File: src/rtl/core/crle_pkg.sv
// Shared types, constants and defaults for the Catmull-Rom loop evaluator.
package crle_pkg;

   localparam int MAX_POINTS_DEF  = 8;
   localparam int COORD_BITS_DEF  = 16;

   localparam int T_BITS          = 16;
   localparam int CNT_BITS        = 4;
   localparam logic [CNT_BITS-1:0] COUNT_RESET = 4'd5;

   localparam int OUT_BITS        = 24;
   localparam longint OUT_MAX     = 64'sd8388607;
   localparam longint OUT_MIN     = -64'sd8388608;
   localparam int ROUND_BIAS      = 256;
   localparam int ROUND_SHIFT     = 9;
   localparam int COEF_SHIFT      = 8;

   // queue between front and back; depth is a power of two
   localparam int QUEUE_DEPTH     = 4;
   localparam int QPTR_BITS       = $clog2(QUEUE_DEPTH);
   localparam int QLVL_BITS       = $clog2(QUEUE_DEPTH + 1);
   localparam int FETCH_STAGES    = 2;

   typedef enum logic {
      REQ_WRITE = 1'b0,
      REQ_EVAL  = 1'b1
   } req_kind_type;

   typedef struct packed {
      logic                 empty;
      logic                 full;
      logic [QLVL_BITS-1:0] level;
   } queue_stat_type;

endpackage

File: src/rtl/core/crle_fifo.sv
// Short queue between the fetch front end and the evaluation back end.
module crle_fifo #(
   parameter int WIDTH = 208
) (
   input  logic                     clock,
   input  logic                     reset,
   input  logic                     push,
   input  logic [WIDTH-1:0]         push_data,
   input  logic                     pop,
   output logic [WIDTH-1:0]         head_data,
   output crle_pkg::queue_stat_type stat
);

   import crle_pkg::*;

   logic [WIDTH-1:0]     mem_ff [QUEUE_DEPTH];
   logic [QPTR_BITS-1:0] wr_ptr_ff;
   logic [QPTR_BITS-1:0] wr_ptr_in;
   logic [QPTR_BITS-1:0] rd_ptr_ff;
   logic [QPTR_BITS-1:0] rd_ptr_in;
   logic [QLVL_BITS-1:0] level_ff;
   logic [QLVL_BITS-1:0] level_in;

   always_comb begin
      wr_ptr_in = push ? wr_ptr_ff + QPTR_BITS'(1) : wr_ptr_ff;
      rd_ptr_in = pop  ? rd_ptr_ff + QPTR_BITS'(1) : rd_ptr_ff;
      level_in  = level_ff;
      case ({push, pop})
         2'b10:   level_in = level_ff + QLVL_BITS'(1);
         2'b01:   level_in = level_ff - QLVL_BITS'(1);
         default: level_in = level_ff;
      endcase
   end

   always_ff @(posedge clock) begin
      if (reset) begin
         wr_ptr_ff <= '0;
         rd_ptr_ff <= '0;
         level_ff  <= '0;
      end else begin
         wr_ptr_ff <= wr_ptr_in;
         rd_ptr_ff <= rd_ptr_in;
         level_ff  <= level_in;
      end
   end

   always_ff @(posedge clock) begin
      if (push) begin
         mem_ff[wr_ptr_ff] <= push_data;
      end
   end

   assign head_data  = mem_ff[rd_ptr_ff];
   assign stat.empty = (level_ff == '0);
   assign stat.full  = (level_ff == QLVL_BITS'(QUEUE_DEPTH));
   assign stat.level = level_ff;

   a_no_overflow: assert property (@(posedge clock) disable iff (reset)
      push |-> !stat.full) else $error("queue overflow");

   a_no_underflow: assert property (@(posedge clock) disable iff (reset)
      pop |-> !stat.empty) else $error("queue underflow");

   a_push_fills: assert property (@(posedge clock) disable iff (reset)
      (push && !pop) |=> !stat.empty) else $error("queue lost a transfer");

endmodule

File: config.mk
export PLATFORM = sky130hd
export DESIGN_NAME = crle_fifo
export DESIGN_NICKNAME = d
export VERILOG_FILES = /design/src/rtl/core/crle_pkg.sv /design/src/rtl/core/crle_fifo.sv
export SDC_FILE = /design/constraint.sdc
export NUM_CORES = 1
export LEC_CHECK = 0
export BUFFER_PORTS_ARGS = -buffer_cell sky130_fd_sc_hd__buf_2
export CELL_PAD_IN_SITES_DETAIL_PLACEMENT = 1
export CELL_PAD_IN_SITES_GLOBAL_PLACEMENT = 1
export CORE_MARGIN = 1
export CORE_UTILIZATION = 45
export DETAILED_ROUTE_END_ITERATION = 7
export PLACE_DENSITY_LB_ADDON = 0.1
export SETUP_SLACK_MARGIN = 0.2
export SLEW_MARGIN = 15
export SYNTH_ARGS = -nofsm -noshare
export SYNTH_HDL_FRONTEND = slang
export SYNTH_SLANG_ARGS = --single-unit
File: constraint.sdc
create_clock -name clock -period 18 [get_ports clock]
set_input_delay 1.8 -clock clock [delete_from_list [all_inputs] [get_ports clock]]
set_output_delay 1.8 -clock clock [all_outputs]
set_load 0.005 [all_outputs]
==> impl_metrics.yaml <==
critical_path:
  crit_chain: "buf_4, buf_4, mux4_2, buf_2"
  critical_path.most_common_cell: "buf_4"
  crit_fanout: 42
  slowest_stage: "buf_4"
  worstPathRequired_ns: 16.20
  critPathTopFamily: "buffers and inverters"
  crit_type: "reg2out"
  cpPeakStageDelay_ns: 0.80
  worstSetupStartpointType: "register"
  critPathCaptureType: "output port"
  critical_path_arrival_ns: 3.86
  path_buf_inv: 3
die:
  die_y_um: 262
  die_x_um: 262
  ios: 425
  start_util: 0.459
  core-area_mm2: 0.0663
  dieArea_mm2: 0.0686
  std_cell_rows: 94
timing:
  worstMarginPinSlew_ns: 1.01
  setup_tns_ns: 0
  rsz0062_at_grt: "no"
  hold_violations: 0
  finClkSkew_ns: 0.00991
  slew_headroom: 0.330
  period_share: 0.314
  worst_hold_slack_ns: 0.544
  max_freq_mhz: 177
  finalSetupViolCount: 0
  setup_ws_ns: 12.34
  final_max_slew_viol_count: 0
  period_minus_slack_ns: 5.66
grt:
  grt_pass1_vias: 14500
  grt_overflow_total: 0
  grt_max_degree: 99
  grt_pass1_wl_um: 92300
  antenna_found_initial: 18
  grtUsageTotal: 0.184
job:
  max-cap-violations: 0
synthesis:
  synth-seq-cells: 841
  synthAdderAreaFrac: 0.00271
  synth_commonest_cells: "edfxtp_1 (832), mux4_2 (208), buf_2 (23)"
  postSynthCellCount: 1133
  ys.warnings.count: 0
  synthesis.area_mm2: 0.0304
  synthSimpleGateAreaFrac: 0.00251
  synth_top_family_by_area: "multiplexers"
  synth_area_per_cell_um2: 26.8
  synthArstFlopShare: 0
  synthTopCellsByArea: "edfxtp_1 (82%), mux4_2 (15%), dfxtp_1 (0.59%)"
  synth_compound_area_frac: 0.000494
  ys_dominant_reg_cell: "edfxtp_1"
  synth.area.mux_share: 0.154
  synth_top_area_cell: "edfxtp_1"
  syn_nets: 1351
  netlist.area_leader.share: 0.821
  yosysSeqAreaShare: 0.827
  synth-edff-count: 832
  synth_xor_area_frac: 0.00144
  synth_cell_types: 21
  synth_most_common_cell: "edfxtp_1"
worst_hold_path:
  worstHoldPathType: "reg2reg"
power:
  ir_drop_mv: 0.0820
  p_leak_nw: 12.1
  power_density_mw_per_mm2: 121
  p_total_mw: 4.39
placed_design:
  hpwl_um: 38600
  io_buffers: 424
  place_ws_ns: 12.82
  gp_congestion: 0.734
cts:
  insertion_delay_ns: 0.62
  htreeDepth: 3
  cts_tree: "built"
  post_cts_buffers: 0
  clkTransAtPathRegs_ns: 0.06
  ctsHoldBuffers: 0
  post_cts_resized: 0
  numCtsBuffers: 89
  clockBufferDepth: 3
  clock-root-buffer: "clkbuf_16"
  cts.sinks: 841
layout:
  nets: 1837
  area.growth.synth_to_final_pct: 19.3
  finish.utilization: 0.547
  drive_gt1_frac: 0.459
  fillers: 5753
detailed_routing:
  dr.pass1.iters: 5
  wirelength_um: 64000
  remaining_drc_errors: 0
  vias_per_cell: 5.30
  dr_total_vias: 13600
  wire_per_inst_um: 25.0
  detail_route.iter0.violations: 769
  antenna_left: 0
status:
  outcome: "completed"
[worst paths after layout]
check                                 start                        end  slack [ns]  depth (start not counted)
setup reg to reg  wr_ptr_ff[0]$_SDFFE_PP0P_   mem_ff[2][137]$_DFFE_PP_       14.69                          5
hold / removal    rd_ptr_ff[0]$_SDFFE_PP0P_  rd_ptr_ff[0]$_SDFFE_PP0P_        0.54                          2
setup / recovery                   register             head_data[133]       12.34                          4
hold reg to reg   rd_ptr_ff[0]$_SDFFE_PP0P_  rd_ptr_ff[0]$_SDFFE_PP0P_        0.54                          2
[per-layer routing]
layer | share of wire | GRT usage | vias to the layer above | wire length [um]
met5 | 0.0029 | 0 | - | 188
met4 | 0.019 | 0.0565 | 30 | 1230
met3 | 0.074 | 0.0626 | 104 | 4750
met2 | 0.50 | 0.298 | 346 | 31900
met1 | 0.40 | 0.237 | 7180 | 25900
li1 | - | - | 5911 | -
[power breakdown]
part	total, mW	leakage [nW]	switching (mW)	internal, mW
Sequential	2.28	7.72	0.0273	2.25
Combinational	0.374	3.04	0.198	0.176
Clock	1.74	1.37	0.720	1.02
[tightest hold or removal path, delay by kind of cell (launching register included)]
kind	cells	cell delay (ns)
XOR/XNOR	1	0.09
flip-flops	1	0.34
AND/OR/NAND/NOR	1	0.08
[through the flow]
stage,area [um2],std cells
3_3_place_gp,33500,2392
3_5_place_dp,33500,2392
4_1_cts,36300,2556
2_1_floorplan,30400,1133
6_report,36300,2560
5_1_grt,36300,2558
[flip-flops by register name, summed over array words and instances, names as in the netlist, named ones only]
| register | cells |
|---|---|
| mem_ff | 832 |
| wr_ptr_ff | 2 |
| level_ff | 3 |
| rd_ptr_ff | 2 |
[cells in the final DEF (no fill, tap or decap), types with 2 or more instances in the layout]
cell type,count
buf_2,424
xor2_1,3
nor2_1,8
clkinv_8,4
clkinv_2,16
and2_4,4
clkbuf_16,91
edfxtp_1,832
inv_1,6
ha_1,5
buf_4,17
diode_2,4
clkbuf_1,23
dfxtp_1,7
mux4_2,208
dfxtp_4,2
a21oi_1,2
bufinv_16,6
clkinv_1,21
xnor2_1,2
[final cells by class]
class	instances	area (um2)	share of cell area
Antenna cell	4	10.0	0.000276
Timing Repair Buffer	442	2270	0.0626
Sequential cell	841	25200	0.694
Multi-Input combinational cell	239	4920	0.136
Inverter	6	22.5	0.000621
Clock inverter	49	420	0.0116
Clock buffer	115	2380	0.0655
Tap cell	864	1080	0.0298
[cells by family after synthesis]
| logic type | Yosys count |
|---|---|
| DFF | 841 |
| and+or+nand+nor | 16 |
| adders and majority gates | 6 |
| xor gates and xnor gates | 5 |
| muxes | 209 |
| AOI/OAI and AO/OA | 3 |
| buffers and inverters | 53 |
Note: power is estimated with default switching activity, not from simulation.
