File: config.mk
export PLATFORM = sky130hd
export DESIGN_NAME = crle_front
export DESIGN_NICKNAME = d
export VERILOG_FILES = /design/src/rtl/core/crle_pkg.sv /design/src/rtl/core/crle_ram.sv /design/src/rtl/core/crle_front.sv
export SDC_FILE = /design/constraint.sdc
export NUM_CORES = 1
export LEC_CHECK = 0
export ABC_CLOCK_PERIOD_IN_PS = 5920
export BUFFER_PORTS_ARGS = -buffer_cell sky130_fd_sc_hd__buf_4
export CAP_MARGIN = 30
export CELL_PAD_IN_SITES_DETAIL_PLACEMENT = 0
export CELL_PAD_IN_SITES_GLOBAL_PLACEMENT = 1
export CORE_MARGIN = 3
export CORE_UTILIZATION = 47
export CTS_CLUSTER_SIZE = 24
export DETAILED_ROUTE_END_ITERATION = 7
export MAX_ROUTING_LAYER = met4
export PLACE_DENSITY_LB_ADDON = 0.08
export SYNTH_ARGS = -nofsm -noshare
export SYNTH_HDL_FRONTEND = slang
export SYNTH_SLANG_ARGS = --single-unit
export TNS_END_PERCENT = 5
File: constraint.sdc
create_clock -name clock -period 5.92 [get_ports clock]
set_input_delay 0.296 -clock clock [delete_from_list [all_inputs] [get_ports clock]]
set_output_delay 0.296 -clock clock [all_outputs]
set_load 0.005 [all_outputs]
File: src/rtl/core/crle_pkg.sv
// Shared types, constants and defaults for the Catmull-Rom loop evaluator.
package crle_pkg;

   localparam int MAX_POINTS_DEF  = 8;
   localparam int COORD_BITS_DEF  = 16;

   localparam int T_BITS          = 16;
   localparam int CNT_BITS        = 4;
   localparam logic [CNT_BITS-1:0] COUNT_RESET = 4'd5;

   localparam int OUT_BITS        = 24;
   localparam longint OUT_MAX     = 64'sd8388607;
   localparam longint OUT_MIN     = -64'sd8388608;
   localparam int ROUND_BIAS      = 256;
   localparam int ROUND_SHIFT     = 9;
   localparam int COEF_SHIFT      = 8;

   // queue between front and back; depth is a power of two
   localparam int QUEUE_DEPTH     = 4;
   localparam int QPTR_BITS       = $clog2(QUEUE_DEPTH);
   localparam int QLVL_BITS       = $clog2(QUEUE_DEPTH + 1);
   localparam int FETCH_STAGES    = 2;

   typedef enum logic {
      REQ_WRITE = 1'b0,
      REQ_EVAL  = 1'b1
   } req_kind_type;

   typedef struct packed {
      logic                 empty;
      logic                 full;
      logic [QLVL_BITS-1:0] level;
   } queue_stat_type;

endpackage

File: src/rtl/core/crle_ram.sv
// Generic single-write, single-read RAM with registered read data.
module crle_ram #(
   parameter int WIDTH = 48,
   parameter int DEPTH = 8
) (
   input  logic                     clock,
   input  logic                     wr_en,
   input  logic [$clog2(DEPTH)-1:0] wr_addr,
   input  logic [WIDTH-1:0]         wr_data,
   input  logic                     rd_en,
   input  logic [$clog2(DEPTH)-1:0] rd_addr,
   output logic [WIDTH-1:0]         rd_data
);

   logic [WIDTH-1:0] mem_ff [DEPTH];
   logic [WIDTH-1:0] rd_data_ff;

   always_ff @(posedge clock) begin
      if (wr_en) begin
         mem_ff[wr_addr] <= wr_data;
      end
      if (rd_en) begin
         rd_data_ff <= mem_ff[rd_addr];
      end
   end

   assign rd_data = rd_data_ff;

endmodule

File: src/rtl/core/crle_front.sv
// Front end: takes requests, stores control points, picks segment and fetches four points.
module crle_front #(
   parameter int MAX_POINTS = crle_pkg::MAX_POINTS_DEF,
   parameter int COORD_BITS = crle_pkg::COORD_BITS_DEF
) (
   input  logic                               clock,
   input  logic                               reset,
   input  logic                               accept,
   input  logic                               req_type,
   input  logic [2:0]                         req_point_index,
   input  logic signed [15:0]                 req_point_x,
   input  logic signed [15:0]                 req_point_y,
   input  logic signed [15:0]                 req_point_z,
   input  logic [crle_pkg::T_BITS-1:0]        req_global_t,
   input  logic                               csr_write,
   input  logic [crle_pkg::CNT_BITS-1:0]      csr_data,
   output logic                               push,
   output logic [12*COORD_BITS+crle_pkg::T_BITS-1:0] push_data
);

   import crle_pkg::*;

   localparam int AW = $clog2(MAX_POINTS);
   localparam int NW = $clog2(MAX_POINTS + 1);
   localparam int PTW = 3 * COORD_BITS;

   logic [CNT_BITS-1:0] count_ff;
   logic [CNT_BITS-1:0] count_in;

   logic [NW-1:0]        n_eff;
   logic [T_BITS+NW-1:0] scaled;
   logic [NW-1:0]        seg;
   logic [NW-1:0]        idx0;
   logic [NW-1:0]        idx2;
   logic [NW-1:0]        idx3;

   logic              f1_valid_ff;
   logic              f1_valid_in;
   logic [AW-1:0]     addr_ff [4];
   logic [AW-1:0]     addr_in [4];
   logic [T_BITS-1:0] frac1_ff;
   logic [T_BITS-1:0] frac1_in;
   logic              f2_valid_ff;
   logic [T_BITS-1:0] frac2_ff;

   logic           wr_en;
   logic [AW-1:0]  wr_addr;
   logic [PTW-1:0] wr_data;
   logic [PTW-1:0] tap_data [4];

   assign count_in = csr_write ? csr_data : count_ff;

   always_ff @(posedge clock) begin
      if (reset) begin
         count_ff <= COUNT_RESET;
      end else begin
         count_ff <= count_in;
      end
   end

   always_comb begin
      if (count_ff == '0) begin
         n_eff = NW'(1);
      end else if (int'(count_ff) > MAX_POINTS) begin
         n_eff = NW'(MAX_POINTS);
      end else begin
         n_eff = NW'(count_ff);
      end
      scaled = (T_BITS + NW)'(req_global_t) * (T_BITS + NW)'(n_eff);
      seg    = scaled[T_BITS +: NW];
      idx0   = (seg == '0) ? n_eff - NW'(1) : seg - NW'(1);
      idx2   = (seg + NW'(1) == n_eff) ? '0 : seg + NW'(1);
      idx3   = (idx2 + NW'(1) == n_eff) ? '0 : idx2 + NW'(1);
      addr_in[0] = AW'(idx0);
      addr_in[1] = AW'(seg);
      addr_in[2] = AW'(idx2);
      addr_in[3] = AW'(idx3);
      frac1_in   = scaled[T_BITS-1:0];
   end

   assign f1_valid_in = accept && (req_kind_type'(req_type) == REQ_EVAL);

   assign wr_en   = accept && (req_kind_type'(req_type) == REQ_WRITE)
                    && (int'(req_point_index) < MAX_POINTS);
   assign wr_addr = AW'(req_point_index);
   assign wr_data = {COORD_BITS'($unsigned(req_point_z)),
                     COORD_BITS'($unsigned(req_point_y)),
                     COORD_BITS'($unsigned(req_point_x))};

   always_ff @(posedge clock) begin
      if (reset) begin
         f1_valid_ff <= 1'b0;
         f2_valid_ff <= 1'b0;
      end else begin
         f1_valid_ff <= f1_valid_in;
         f2_valid_ff <= f1_valid_ff;
      end
   end

   always_ff @(posedge clock) begin
      addr_ff  <= addr_in;
      frac1_ff <= frac1_in;
      frac2_ff <= frac1_ff;
   end

   for (genvar k = 0; k < 4; k++) begin : g_tap
      crle_ram #(
         .WIDTH (PTW),
         .DEPTH (MAX_POINTS)
      ) u_store (
         .clock   (clock),
         .wr_en   (wr_en),
         .wr_addr (wr_addr),
         .wr_data (wr_data),
         .rd_en   (f1_valid_ff),
         .rd_addr (addr_ff[k]),
         .rd_data (tap_data[k])
      );
   end

   assign push      = f2_valid_ff;
   assign push_data = {frac2_ff, tap_data[3], tap_data[2], tap_data[1], tap_data[0]};

endmodule

==> results by group <==
Logic synthesis
  – Synth area leader: edfxtp_1
  – Seq cells post-synth: ~630
  – Synth Warn #: 0
  – Post-Synthesis Cells: between 1500 and 2000
  – Syn Std Cell Area: approximately 32000 um^2
  – Adder-Cell Fraction of Synth Area: 0.0275
  – Multiplexer share of the synthesized area: 0.337
  – Post-synth EDFFs: around 580
  – Post-synth top cells: edfxtp_1, mux4_2, mux2_2
  – Most common cell in the synthesized netlist: edfxtp_1
  – Synth top area share: 0.538
  – Simple-Gate Fraction of Synth Area: 0.0224
  – Synthesized net count: ~1800
  – Leading post-synthesis cells by cell area: edfxtp_1, mux4_2, mux2_2, dfxtp_1, fa_1
  – Distinct cells, synth: 55
  – Largest family of logic cells by synthesized area: multiplexers
  – Post-synth ARST share: 0
  – Ys flop type: edfxtp_1
  – Synth Area in Compound Gates: 0.0156
  – Register area share after synthesis: 0.569
  – Post-synthesis xor/xnor area fraction: 0.00766
  – Syn Area/Cell: 19.3 um^2

Global route
  – Vias in the first global route: just under 20000
  – Largest net degree at the start of global routing: 97
  – Initial antenna violation count: 5
  – Global-route wire length before repair: ~130 mm
  – GRT overflow: 0
  – Total global-route track usage: 0.249

Timing
  – Worst slew margin: 0.303
  – Final Setup Violations: 0
  – Slew at the pin closest to its max-slew limit: 1.05 ns
  – RSZ-0062 raised after global routing: false
  – Clock skew: around 0.019 ns
  – Peak Freq: ~0.18 GHz
  – Final Max Slew Viols: 0
  – Final setup TNS: 0 ns
  – Final Critical Period: approximately 5.5 ns
  – Final period utilization: 0.934
  – Final Hold Violating Endpoints: 0

Outcome
  – Status: complete, no violations

Floorplanning
  – Die area: 71600 um^2
  – DIE WIDTH: ~270 um
  – Starting density of the core: 0.476
  – Core area: just under 70000 um^2
  – Die Ht: about 270 um
  – Ports: about 290
  – Rows: 95

Route
  – Via density: just over 6
  – Post-DRT Antenna Nets: 0
  – DRC errors left: 0
  – Starting DRT DRC Count: around 1500
  – Via Count: 18300
  – Total wire length: around 85 mm
  – First drt pass iteration count: 5
  – Drt wl/cell: 28.6 um

Final layout
  – Final #Nets: approximately 2200
  – Filler instances: a little over 5000
  – Area growth syn-to-layout: 20.6%
  – Post-route cell area: 38800 um^2
  – Fin util: 0.575
  – Finished Layout Cells: 2964
  – Share of layout cells above drive strength 1: 0.515

CTS
  – Clock root cell: clkbuf_16
  – Cts bufs inserted: between 70 and 80
  – Clock latency at the later pin of the worst-skew pair: 0.60 ns
  – CTS max path bufs: 3
  – CTS H-Tree Depth: 3
  – Post-CTS Setup Inserts: 0
  – Clock Sinks: 626
  – Clk slew on worst S/H paths: around 0.060 ns
  – CTS tree: yes

Power
  – Lkg Pwr: approximately 13 nW
  – Pwr dens: approximately 430 nW/um^2
  – Max VDD drop: ~0.46 mV
  – Total chip power: about 17 mW

Setup path
  – Crit-path max cell delay: roughly 0.5 ns
  – Worst Setup End Kind: register
  – CP max stage cell: fa_1
  – Startpoint types: register
  – WS Path Type: register to register
  – CP top delay family: adder cells
  – Worst-path fanout max: 18
  – Buffers and inverters on the worst path: 6
  – Worst EP arrival: between 6 and 7 ns
  – Worst Path Required: 6.41 ns

Placed design
  – DP Area: approximately 36000 um^2
  – DP HPWL: ~50 mm
  – IO buf count: approximately 280
  – RD Place Congestion: between 0.8 and 0.9
  – Dpl cells: between 2000 and 3000

Worst hold path
  – Worst min-delay path class: input port to register

Run
  – Max_cap viols: 0
## path summary, 6_finish.rpt
path	end	start	slack (ns)	cells past startpoint
worst max-delay path	addr_ff[1]	count_ff[3]	0.39	27
worst max register to register	addr_ff[1]	count_ff[3]	0.39	27
worst min-delay path	frac1_ff[1]	req_global_t[1]	0.05	3
worst min register to register	frac2_ff[4]	frac1_ff[4]	0.32	0
## per-stage QoR
stage | setup slack, ns | hold slack, ns
2_1_floorplan | 0.343 | 0.310
3_3_place_gp | 0.383 | 0.313
3_5_place_dp | 0.288 | 0.312
4_1_cts | 0.245 | 0.0166
5_1_grt | 0.00496 | 0.0322
6_report | 0.388 | 0.0531
## cell usage in the layout, fill, tap and decap left out, drive strengths merged, types with 3 or more instances in the layout
master	count
mux2	192
nand2b	3
o211ai	6
a21o	3
bufinv	9
nor3	5
xor2	10
o21ai	12
edfxtp	576
dfxtp	50
nand3	5
nand4	3
nand2	37
nor2b	7
a21boi	3
and3	3
clkbuf	84
a211oi	4
a31oi	3
nor2	22
dlygate4sd3	59
xnor2	13
buf	350
diode	6
o21a	3
a211o	3
and2	46
clkinv	20
mux4	384
ha	26
fa	28
inv	70
a21oi	20
clkinvlp	3
## timing repair
action	4_1_cts	5_1_grt
hold buffers	59	0
gates resized for setup	0	8
endpoints found under the hold margin	391	0
setup endpoints to repair	0	3
## layout make-up
class / instances / area [um^2] / share of cell area
Antenna cell: 6 / 15.0 / 0.000387
Tap cell: 873 / 1090 / 0.0282
Multi-Input combinational cell: 864 / 13300 / 0.342
Sequential cell: 626 / 18300 / 0.473
Timing Repair Buffer: 409 / 3450 / 0.0891
Clock inverter: 42 / 484 / 0.0125
Clock buffer: 84 / 1900 / 0.0490
Inverter: 60 / 225 / 0.00581
## power breakdown
group,internal [mW],leakage [nW],switching [mW],total (mW)
Clock,2.70,1.17,1.80,4.50
Combinational,3.56,6.45,2.62,6.18
Sequential,5.47,5.66,0.648,6.12
## cells by family (layout without fill, tap and decap cells)
group | count (synthesis) | after routing
AND/OR/NAND/NOR | 138 | 138
multiplexers | 578 | 578
buffers and inverters | 179 | 595
XOR/XNOR | 25 | 25
other | 0 | 6
adder cells (fa/ha/maj) | 54 | 54
flip-flops | 626 | 626
AO/OA/AOI/OAI | 69 | 69
## flip-flops by register name (all words and copies together) (netlist names)
name                   flops
addr_ff                   12
count_ff                   4
f1_valid_ff                1
frac1_ff                  16
frac2_ff                  16
g_tap.u_store.mem_ff     384
g_tap.u_store.rd_data    192
push                       1
## worst min-delay path, cell delays in order
cell and delay [ns]:
buf_4 0.09, and2_1 0.11, ha_1 0.12
## layer usage
metal	vias up	global-route usage	wire, um
li1	7755	-	-
met1	9694	0.313	33600
met2	686	0.414	43300
met3	176	0.0419	5350
met4	0	0.0842	2640
met5	-	-	0
No activity file was read; power rests on OpenSTA's default activity.
